**src/sv/hir_pkg.sv**
```systemverilog
// Shared types and constants for the handshake instruction ROM.
// Holds beat payload structs, phase and status codes and store geometry.
// No dependencies; hir_store, hir_ctrl, the top level and the testbench import it.
package hir_pkg;

	// Store geometry: byte addressed, four byte lanes per row
	localparam int STORE_BYTES = 65536;
	localparam int ADDR_BITS   = $clog2(STORE_BYTES);
	localparam int LANES       = 4;
	localparam int ROWS        = STORE_BYTES / LANES;
	localparam int ROW_BITS    = $clog2(ROWS);
	localparam int COUNT_BITS  = 8;
	localparam int LEN_BITS    = 17;
	localparam int CFG_BITS    = 17;

	// Item kinds
	localparam logic [1:0] KIND_TICK  = 2'd0;
	localparam logic [1:0] KIND_CLEAR = 2'd1;
	localparam logic [1:0] KIND_LOAD  = 2'd2;

	// Answer status codes
	localparam logic [1:0] ST_OK       = 2'd0;
	localparam logic [1:0] ST_FAULT    = 2'd1;
	localparam logic [1:0] ST_END      = 2'd2;
	localparam logic [1:0] ST_RESERVED = 2'h3;

	// Configuration register indexes
	localparam logic [1:0] CFG_REQUEST_WAIT     = 2'd0;
	localparam logic [1:0] CFG_RESPONSE_LATENCY = 2'd1;
	localparam logic [1:0] CFG_PROGRAM_LENGTH   = 2'd2;

	typedef enum logic [1:0] {
		PH_ACCEPT = 2'd0,
		PH_WAIT   = 2'd1,
		PH_HOLD   = 2'd2
	} phase_t;

	typedef struct packed {
		logic [1:0]           kind;
		logic                 sync_reset;
		logic                 fetch_valid;
		logic [31:0]          fetch_address;
		logic                 consumer_ready;
		logic [ADDR_BITS-1:0] load_address;
		logic [7:0]           load_byte;
	} item_t;

	typedef struct packed {
		logic        fetch_ready;
		logic        answer_valid;
		logic [31:0] answer_word;
		logic [1:0]  answer_status;
	} result_t;

	typedef struct packed {
		logic [1:0]          index;
		logic [CFG_BITS-1:0] data;
	} cfg_t;

	// Outcome of one tick, from the protocol controller to the result stages
	typedef struct packed {
		logic       idle;
		logic       answer;
		logic       ok;
		logic       fetch_ready;
		logic       answer_valid;
		logic [1:0] answer_status;
	} step_t;

endpackage

```
**src/sv/hir_ctrl.sv**
```systemverilog
// Fetch protocol controller: configuration registers, ready/wait counter,
// response latency counter and answer status. Depends on hir_pkg.
module hir_ctrl import hir_pkg::*; (
	input  logic                clk,
	input  logic                arst_n,
	input  logic                cfg_we,
	input  cfg_t                cfg_beat,
	input  logic                tick_en,
	input  item_t               tick,
	output step_t               step,
	output logic [ROW_BITS-1:0] rd_row
);

	logic [COUNT_BITS-1:0] request_wait_q;
	logic [COUNT_BITS-1:0] response_latency_q;
	logic [LEN_BITS-1:0]   program_length_q;

	phase_t                phase_q, phase_d;
	logic [COUNT_BITS-1:0] wait_count_q, wait_count_d;
	logic [COUNT_BITS-1:0] latency_left_q, latency_left_d;
	logic [31:0]           held_address_q, held_address_d;
	logic                  ready_q, ready_d;
	logic                  valid_q, valid_d;
	logic [1:0]            status_q, status_d;

	logic                  answer;
	logic                  aligned;
	logic                  end_hit;
	logic                  ok_hit;
	logic [32:0]           addr_ext;
	logic [32:0]           addr_plus4;
	logic [32:0]           len_ext;
	logic [COUNT_BITS-1:0] wait_inc;

	// Configuration registers
	always_ff @(posedge clk or negedge arst_n) begin
		if (!arst_n) begin
			request_wait_q     <= '0;
			response_latency_q <= COUNT_BITS'(1);
			program_length_q   <= '0;
		end else if (cfg_we) begin
			case (cfg_beat.index)
				CFG_REQUEST_WAIT:     request_wait_q     <= cfg_beat.data[COUNT_BITS-1:0];
				CFG_RESPONSE_LATENCY: response_latency_q <= cfg_beat.data[COUNT_BITS-1:0];
				CFG_PROGRAM_LENGTH:   program_length_q   <= cfg_beat.data[LEN_BITS-1:0];
				default: ;
			endcase
		end
	end

	// Status of the held address against the program bounds
	assign addr_ext   = {1'b0, held_address_q};
	assign addr_plus4 = addr_ext + 33'd4;
	assign len_ext    = 33'(program_length_q);
	assign aligned    = held_address_q[1:0] == 2'b00;
	assign end_hit    = aligned && addr_ext == len_ext;
	assign ok_hit     = aligned && addr_plus4 <= len_ext
		&& addr_plus4 <= 33'(STORE_BYTES);
	assign wait_inc   = wait_count_q + COUNT_BITS'(1);

	assign rd_row = held_address_q[ADDR_BITS-1:2];

	// Next protocol state for one tick
	always_comb begin
		phase_d        = phase_q;
		wait_count_d   = wait_count_q;
		latency_left_d = latency_left_q;
		held_address_d = held_address_q;
		ready_d        = ready_q;
		valid_d        = valid_q;
		status_d       = status_q;
		answer         = 1'b0;
		if (tick.sync_reset) begin
			phase_d        = PH_ACCEPT;
			wait_count_d   = '0;
			latency_left_d = '0;
			held_address_d = '0;
			ready_d        = request_wait_q == '0;
			valid_d        = 1'b0;
			status_d       = ST_RESERVED;
		end else begin
			case (phase_q)
				PH_WAIT: begin
					ready_d = 1'b0;
					if (latency_left_q > COUNT_BITS'(1)) begin
						latency_left_d = latency_left_q - COUNT_BITS'(1);
					end else begin
						latency_left_d = '0;
						answer         = 1'b1;
						status_d       = end_hit ? ST_END : (ok_hit ? ST_OK : ST_FAULT);
						valid_d        = 1'b1;
						phase_d        = PH_HOLD;
					end
				end
				PH_HOLD: begin
					ready_d = 1'b0;
					if (valid_q && tick.consumer_ready) begin
						valid_d      = 1'b0;
						phase_d      = PH_ACCEPT;
						wait_count_d = '0;
						ready_d      = request_wait_q == '0;
					end
				end
				default: begin
					phase_d = PH_ACCEPT;
					valid_d = 1'b0;
					if (request_wait_q == '0) begin
						ready_d = 1'b1;
					end else if (!tick.fetch_valid) begin
						wait_count_d = '0;
						ready_d      = 1'b0;
					end else if (wait_count_q < request_wait_q) begin
						wait_count_d = wait_inc;
						ready_d      = wait_inc == request_wait_q;
					end
					// Take the request when ready was already high
					if (tick.fetch_valid && ready_q) begin
						held_address_d = tick.fetch_address;
						ready_d        = 1'b0;
						latency_left_d = response_latency_q;
						phase_d        = PH_WAIT;
					end
				end
			endcase
		end
		step.idle          = tick.sync_reset;
		step.answer        = answer;
		step.ok            = answer && status_d == ST_OK;
		step.fetch_ready   = ready_d;
		step.answer_valid  = valid_d;
		step.answer_status = status_d;
	end

	// Protocol state advances on tick beats only
	always_ff @(posedge clk or negedge arst_n) begin
		if (!arst_n) begin
			phase_q        <= PH_ACCEPT;
			wait_count_q   <= '0;
			latency_left_q <= '0;
			held_address_q <= '0;
			ready_q        <= 1'b1;
			valid_q        <= 1'b0;
			status_q       <= ST_RESERVED;
		end else if (tick_en) begin
			phase_q        <= phase_d;
			wait_count_q   <= wait_count_d;
			latency_left_q <= latency_left_d;
			held_address_q <= held_address_d;
			ready_q        <= ready_d;
			valid_q        <= valid_d;
			status_q       <= status_d;
		end
	end

`ifndef SYNTHESIS
	a_wait_not_ready: assert property (@(posedge clk) disable iff (!arst_n)
		phase_q == PH_WAIT |-> !ready_q)
		else $error("ready high while a request is in flight");
	a_valid_in_hold: assert property (@(posedge clk) disable iff (!arst_n)
		valid_q |-> phase_q == PH_HOLD)
		else $error("answer presented outside hold phase");
	a_answer_sets_valid: assert property (@(posedge clk) disable iff (!arst_n)
		tick_en && answer |=> valid_q && phase_q == PH_HOLD)
		else $error("answer did not raise answer_valid");
`endif

endmodule

```
**config.mk**
```make
export PLATFORM = sky130hd
export DESIGN_NAME = hir_ctrl
export DESIGN_NICKNAME = d
export VERILOG_FILES = /design/src/sv/hir_pkg.sv /design/src/sv/hir_ctrl.sv
export SDC_FILE = /design/constraint.sdc
export NUM_CORES = 1
export LEC_CHECK = 0
export BUFFER_PORTS_ARGS = -buffer_cell sky130_fd_sc_hd__buf_2
export CORE_ASPECT_RATIO = 0.75
export CORE_MARGIN = 2
export CORE_UTILIZATION = 25
export DETAILED_ROUTE_END_ITERATION = 10
export SLEW_MARGIN = 30
export SYNTH_ARGS = -nofsm -noshare
export SYNTH_HDL_FRONTEND = slang
export SYNTH_SLANG_ARGS = --single-unit
```
**constraint.sdc**
```tcl
create_clock -name clk -period 4.1 [get_ports clk]
set_input_delay 0.615 -clock clk [delete_from_list [all_inputs] [get_ports clk]]
set_output_delay 0.615 -clock clk [all_outputs]
set_load 0.01 [all_outputs]
```
* Word level (Yosys, flattened, before mapping)
Cells that the tools add are included.
** Operators by class
- Add/subtract/negate cells :: 3
- $lt $le $gt $ge :: 4
- Equality and inequality tests :: 13
- Muxes and demuxes :: 37
- Reductions and logical operators :: 20
** Operators by type and width (number)
- 32-bit two-way mux :: 3
- 8-bit two-way mux :: 8
- 32-bit by 3-bit adder with 33-bit output, second input constant :: 1
- 33-bit by 17-bit <= comparator with 1-bit output :: 1
- 33-bit by 17-bit <= comparator with 1-bit output, second input constant :: 1
- 32-bit by 17-bit == test with 1-bit output :: 1
- 8-bit one-hot mux with 2 select lines :: 2
- 1-bit two-way mux :: 14
- 2-bit two-way mux :: 7
- 3-bit AND reduction :: 3
- 8-bit by 1-bit adder with 8-bit output, second input constant :: 1
- 8-bit == test :: 1
- 8-bit by 1-bit > comparator with 1-bit output, second input constant :: 1
- 8-bit zero test :: 1
- 8-bit < comparator :: 1
- 8-bit by 1-bit subtractor with 8-bit output, second input constant :: 1
- 1-bit logical AND :: 6
- 2-bit zero test :: 3
- 3-bit != test, second input constant :: 2
- 2-bit AND reduction :: 3
- 5-bit AND reduction :: 1
- 2-bit by 1-bit == test with 1-bit output, second input constant :: 2
- 2-bit == test, second input constant :: 2
- 2-bit != test, second input constant :: 2
- other kinds (8) :: 9
** Storage, ports and cells
- Flip-flop bits (word level) :: 87
- Bits of input ports :: 84

* Logic depth before layout (Yosys ltp)
- Depth after elaboration :: 11
- Depth in mapped cells :: 16

* Worst setup path after synthesis
Ideal clock, no wire load.
- Path type :: reg2out
- Start point :: register held_address_q[2]
- End point :: output port step[4] (netlist name)
- Arrival :: 3028 ps
- Data required time :: 3485 ps
- Path slack :: 457 ps
- Stages on the path, launching flop included :: 16
- Path buffers :: 2
- Path through :: dfrtp_1 ha_1 and4_4 buf_6 and3_4 buf_6 and3_1 xor2_1 ha_1 nand4_1 nor4_1 nand4_1 o31ai_1 nand4_1 nor4_2 and3_1
** RTL lines
- start: declaration :: RTL line hir_ctrl.sv:21 : logic [31:0] held_address_q, held_address_d;
- start signal: assignment :: RTL line hir_ctrl.sv:148 : held_address_q <= held_address_d;
- end: declaration :: RTL line hir_ctrl.sv:10 : output step_t step,

==> run_summary.xml <==
<?xml version="1.0" encoding="UTF-8"?>
<metrics>
  <group name="yosys">
    <metric name="synth_top_family_by_area" unit="">simple AND/OR/NAND/NOR gates</metric>
    <metric name="synth_cell_type_count" unit="">66</metric>
    <metric name="ys_warn_count" unit="">0</metric>
    <metric name="post_synth_instance_area" unit="µm²">5800</metric>
    <metric name="synth.ff_latch_count" unit="">87</metric>
    <metric name="synth_simple_gate_area_share" unit="%">17.3</metric>
    <metric name="synth.mux.area_fraction" unit="%">6.92</metric>
    <metric name="syn-mean-instance-area" unit="µm²">9.48</metric>
    <metric name="synthAdderAreaFrac" unit="%">6.68</metric>
    <metric name="yosysSeqAreaShare" unit="%">37.6</metric>
    <metric name="syn_inst" unit="">612</metric>
    <metric name="synth_edf_count" unit="">0</metric>
    <metric name="syn-num-nets" unit="">727</metric>
    <metric name="proportion_of_synthesized_flip_flops_having_asynchronous_set_or_reset" unit="%">100</metric>
    <metric name="synth_xor_area_share" unit="%">7.24</metric>
    <metric name="synth-compound-area-share" unit="%">16.3</metric>
    <metric name="synth-main-ff-cell" unit="">dfrtp_1</metric>
  </group>
  <group name="placement">
    <metric name="gp_congestion" unit="">0.861</metric>
    <metric name="dp_area" unit="µm²">6440</metric>
    <metric name="io_buffers" unit="">78</metric>
    <metric name="dpl.hpwl" unit="µm">12300</metric>
  </group>
  <group name="sta">
    <metric name="final-setup-viol-count" unit="">1</metric>
    <metric name="slew_headroom" unit="%">55.0</metric>
    <metric name="tightest_slew" unit="ns">0.670</metric>
    <metric name="grt_setup_unrepaired" unit="">true</metric>
    <metric name="whs" unit="ns">0.248</metric>
    <metric name="final_critical_path_setup_slack" unit="ns">-0.0143</metric>
    <metric name="fraction_of_the_cycle_the_final_worst_path_needs" unit="%">100</metric>
    <metric name="final_hold_viol_count" unit="">0</metric>
    <metric name="worst_clock_skew" unit="ns">0.00468</metric>
    <metric name="maxSlewViolCount" unit="">0</metric>
    <metric name="timing.final.crit_period" unit="ns">4.11</metric>
    <metric name="clock.fmax" unit="MHz">243</metric>
  </group>
  <group name="detailed_routing">
    <metric name="detailedRoute.firstIterationViolations" unit="">457</metric>
    <metric name="drt_first_pass_iters" unit="">5</metric>
    <metric name="postRouteAntennaNets" unit="">0</metric>
    <metric name="detail_route.wl_per_cell" unit="µm">16.5</metric>
    <metric name="drc_errors" unit="">0</metric>
    <metric name="routed_wirelength" unit="µm">16300</metric>
    <metric name="route.vias.total" unit="">4873</metric>
    <metric name="detail_route.vias_per_cell" unit="">4.94</metric>
  </group>
  <group name="global_routing">
    <metric name="grt_antenna_before_repair" unit="">1</metric>
    <metric name="vias_in_the_first_global_route" unit="">4624</metric>
    <metric name="grt_start_max_net_pins" unit="">67</metric>
    <metric name="grt_pass1_wl" unit="µm">26000</metric>
    <metric name="grt_usage" unit="%">13.4</metric>
    <metric name="overflow_left_after_global_routing" unit="">0</metric>
  </group>
  <group name="power">
    <metric name="powerDensity" unit="nW/µm²">349</metric>
    <metric name="power.share.clock" unit="%">43.9</metric>
    <metric name="power_report.internal_total" unit="mW">1.82</metric>
    <metric name="pwr-share-seq" unit="%">40.9</metric>
    <metric name="comb_power_share" unit="%">15.3</metric>
    <metric name="p_leak" unit="nW">3.21</metric>
    <metric name="switchingPower" unit="µW">617</metric>
    <metric name="vdd_drop_max" unit="mV">0.262</metric>
    <metric name="power.total" unit="mW">2.44</metric>
    <metric name="sw_frac_of_total" unit="%">25.3</metric>
  </group>
  <group name="critical_path">
    <metric name="crit_path_start_kind" unit="">flip-flop</metric>
    <metric name="timing.critical_path.max_delay_family" unit="">simple AND/OR/NAND/NOR gates</metric>
    <metric name="timing_worst_setup_path_type" unit="">flip-flop to primary output</metric>
    <metric name="cp_cell_sequence" unit="">ha_2 -&gt; and4_4 -&gt; and3_4 -&gt; and3_4 -&gt; xor2_1 -&gt; ha_1 -&gt; nand4_1 -&gt; nor2_1 -&gt; o2bb2ai_1 -&gt; o31ai_2 -&gt; nand4_1 -&gt; nor4_2 -&gt; buf_4 -&gt; and3_1 -&gt; buf_2</metric>
    <metric name="cpPeakStageDelay" unit="ns">0.42</metric>
    <metric name="worstPathRequired" unit="ns">3.48</metric>
    <metric name="crit_buf_inv" unit="">2</metric>
    <metric name="r2r-start" unit="">held_address_q[3]</metric>
    <metric name="worst_setup_path_end_kind" unit="">primary output</metric>
    <metric name="critPathArrivalTime" unit="ns">3.50</metric>
    <metric name="slowest_stage" unit="">dfrtp_1</metric>
    <metric name="startpoint" unit="">held_address_q[3]</metric>
    <metric name="crit_path_max_fanout" unit="">4</metric>
  </group>
  <group name="cells_and_area">
    <metric name="area_growth_syn_to_layout" unit="%">20.2</metric>
    <metric name="final_net_count" unit="">795</metric>
    <metric name="post-route-util" unit="%">30.5</metric>
    <metric name="post_route_cells_drive_above_1_share" unit="%">27.7</metric>
    <metric name="finish.instance_area" unit="µm²">6980</metric>
  </group>
  <group name="floorplan">
    <metric name="dieHeight" unit="µm">136</metric>
    <metric name="floorplan.core_area" unit="µm²">22900</metric>
    <metric name="fp-row-count" unit="">48</metric>
    <metric name="initial_utilization" unit="%">25.4</metric>
    <metric name="overall_die_area" unit="µm²">24500</metric>
    <metric name="design.portCount" unit="">105</metric>
    <metric name="chipWidth" unit="µm">180</metric>
  </group>
  <group name="hold_path">
    <metric name="hp-class" unit="">primary input to async pin</metric>
  </group>
  <group name="clock_network">
    <metric name="clkLatencyLatePin" unit="ns">0.34</metric>
    <metric name="hold_buffers" unit="">0</metric>
    <metric name="ctsLongestPathBuffers" unit="">2</metric>
    <metric name="cts_buffers" unit="">9</metric>
    <metric name="cts_tree" unit="">yes</metric>
    <metric name="clkSlewWorstSetupHoldPaths" unit="ns">0.06</metric>
    <metric name="clock_sink_count" unit="">87</metric>
    <metric name="clockRootBuffer" unit="">clkbuf_16</metric>
    <metric name="clock_tree.htree_level_count" unit="">3</metric>
  </group>
  <group name="status">
    <metric name="violations" unit="">setup timing</metric>
    <metric name="run_status" unit="">finished, violations left</metric>
  </group>
  <group name="flow_run">
    <metric name="max_cap_violations" unit="">0</metric>
  </group>
</metrics>
-- sequential cells by signal (all words and copies together), names as in the netlist --
name	flops
held_address_q	32
latency_left_q	8
phase_q	2
program_length_q	17
ready_q	1
request_wait_q	8
response_latency_q	8
status_q	2
valid_q	1
wait_count_q	8
-- through the flow --
| stage | setup slack [ns] | cells | setup TNS (ns) |
|---|---|---|---|
| finish | -0.0143 | 986 | -0.0143 |
| global route | -0.173 | 986 | -0.292 |
| CTS | 0.00750 | 981 | 0 |
| detailed placement | 0.143 | 962 | 0 |
| global placement | 0.197 | 962 | 0 |
| floorplan | 0.457 | 612 | 0 |
-- Yosys cell counts (3+ instances only) --
master / count / area, µm²
dfrtp_1: 83 / 2080
nand2_1: 41 / 154
inv_1: 38 / 143
mux2_2: 33 / 372
a22o_1: 32 / 280
ha_1: 31 / 388
nor2_1: 28 / 105
o21ai_0: 25 / 125
xnor2_1: 25 / 219
a21oi_1: 23 / 115
xor2_1: 23 / 201
buf_4: 22 / 165
clkbuf_1: 19 / 71.3
nand3_1: 18 / 90.1
nand4_1: 18 / 113
nor3_1: 14 / 70.1
nor4_1: 13 / 81.3
o21ai_1: 12 / 60.1
and3_1: 11 / 68.8
o31ai_1: 10 / 75.1
a31oi_1: 6 / 37.5
buf_2: 6 / 30.0
nand3b_1: 5 / 37.5
and2_1: 4 / 25.0
buf_6: 4 / 45.0
dfstp_2: 4 / 105
nand2b_1: 4 / 25.0
nor2b_1: 4 / 25.0
a21o_1: 3 / 22.5
and4_1: 3 / 26.3
mux2i_1: 3 / 30.0
nor3b_1: 3 / 22.5
o21a_1: 3 / 22.5
or4_1: 3 / 22.5
-- power by group through the flow --
stage	combinational, mW	clock (mW)	sequential (mW)
global placement	0.358	0	1.01
detailed placement	0.364	0	1.01
floorplan	0.247	0	0.986
CTS	0.370	1.10	0.994
finish	0.372	1.07	0.996
global route	0.418	1.13	1.00
-- layer usage --
metal	track usage, %	share of wire, %	wire length, µm
met4	4.34	1.1	177
met1	21.1	53	8700
met5	0	0	0
met2	18.4	41	6630
met3	1.66	4.7	764
-- layout make-up --
cell class              count  area (µm²)
diodes                      1        2.50
fillers                  2365       15900
repair buffers            108         629
clock inverters             6         158
multi-input cells         434        3250
inverters                  40         150
well taps                 300         375
flip-flops and latches     87        2190
clock buffers              10         229
-- path summary, 6_finish.rpt --
kind,to,cells after the start,slack [ns]
max,step[4],15,-0.01
min,wait_count_q[0],1,0.25
max reg2reg,status_q[0],14,1.06
min reg2reg,program_length_q[2],1,0.51
max in group asynchronous,latency_left_q[0],2,3.07
min in group clk,held_address_q[22],2,0.48
-- cells in the final DEF (no fill, tap or decap), types with 5 or more instances in the layout --
master / instances
o21ai_0: 25
xor2_1: 22
buf_2: 77
bufinv_16: 5
a31oi_1: 6
nand4_1: 18
o21ai_1: 11
and3_1: 10
dfrtp_1: 79
ha_1: 29
nor3_1: 14
xnor2_1: 25
nand2_1: 40
nand3_1: 17
clkbuf_16: 9
buf_4: 28
nor4_1: 12
o31ai_1: 9
nand3b_1: 5
inv_1: 37
nor2_1: 27
mux2_2: 33
a22o_1: 32
a21oi_1: 23
-- cell families (layout without fill, tap and decap cells) --
group                    Yosys count  after routing
XOR/XNOR                          48             48
buffers and inverters             91            164
multiplexers                      36             36
flip-flops                        87             87
AO/OA/AOI/OAI                    137            137
adder cells (fa/ha/maj)           31             31
other                              0              1
AND/OR/NAND/NOR                  182            182
-- repair_timing --
action                     4_1_cts  5_1_grt
pin swaps                        5        4
buffers inserted                 3        3
setup endpoints to repair        2        2
gates resized for setup          9       10
No activity file was read; power rests on OpenSTA's default activity.
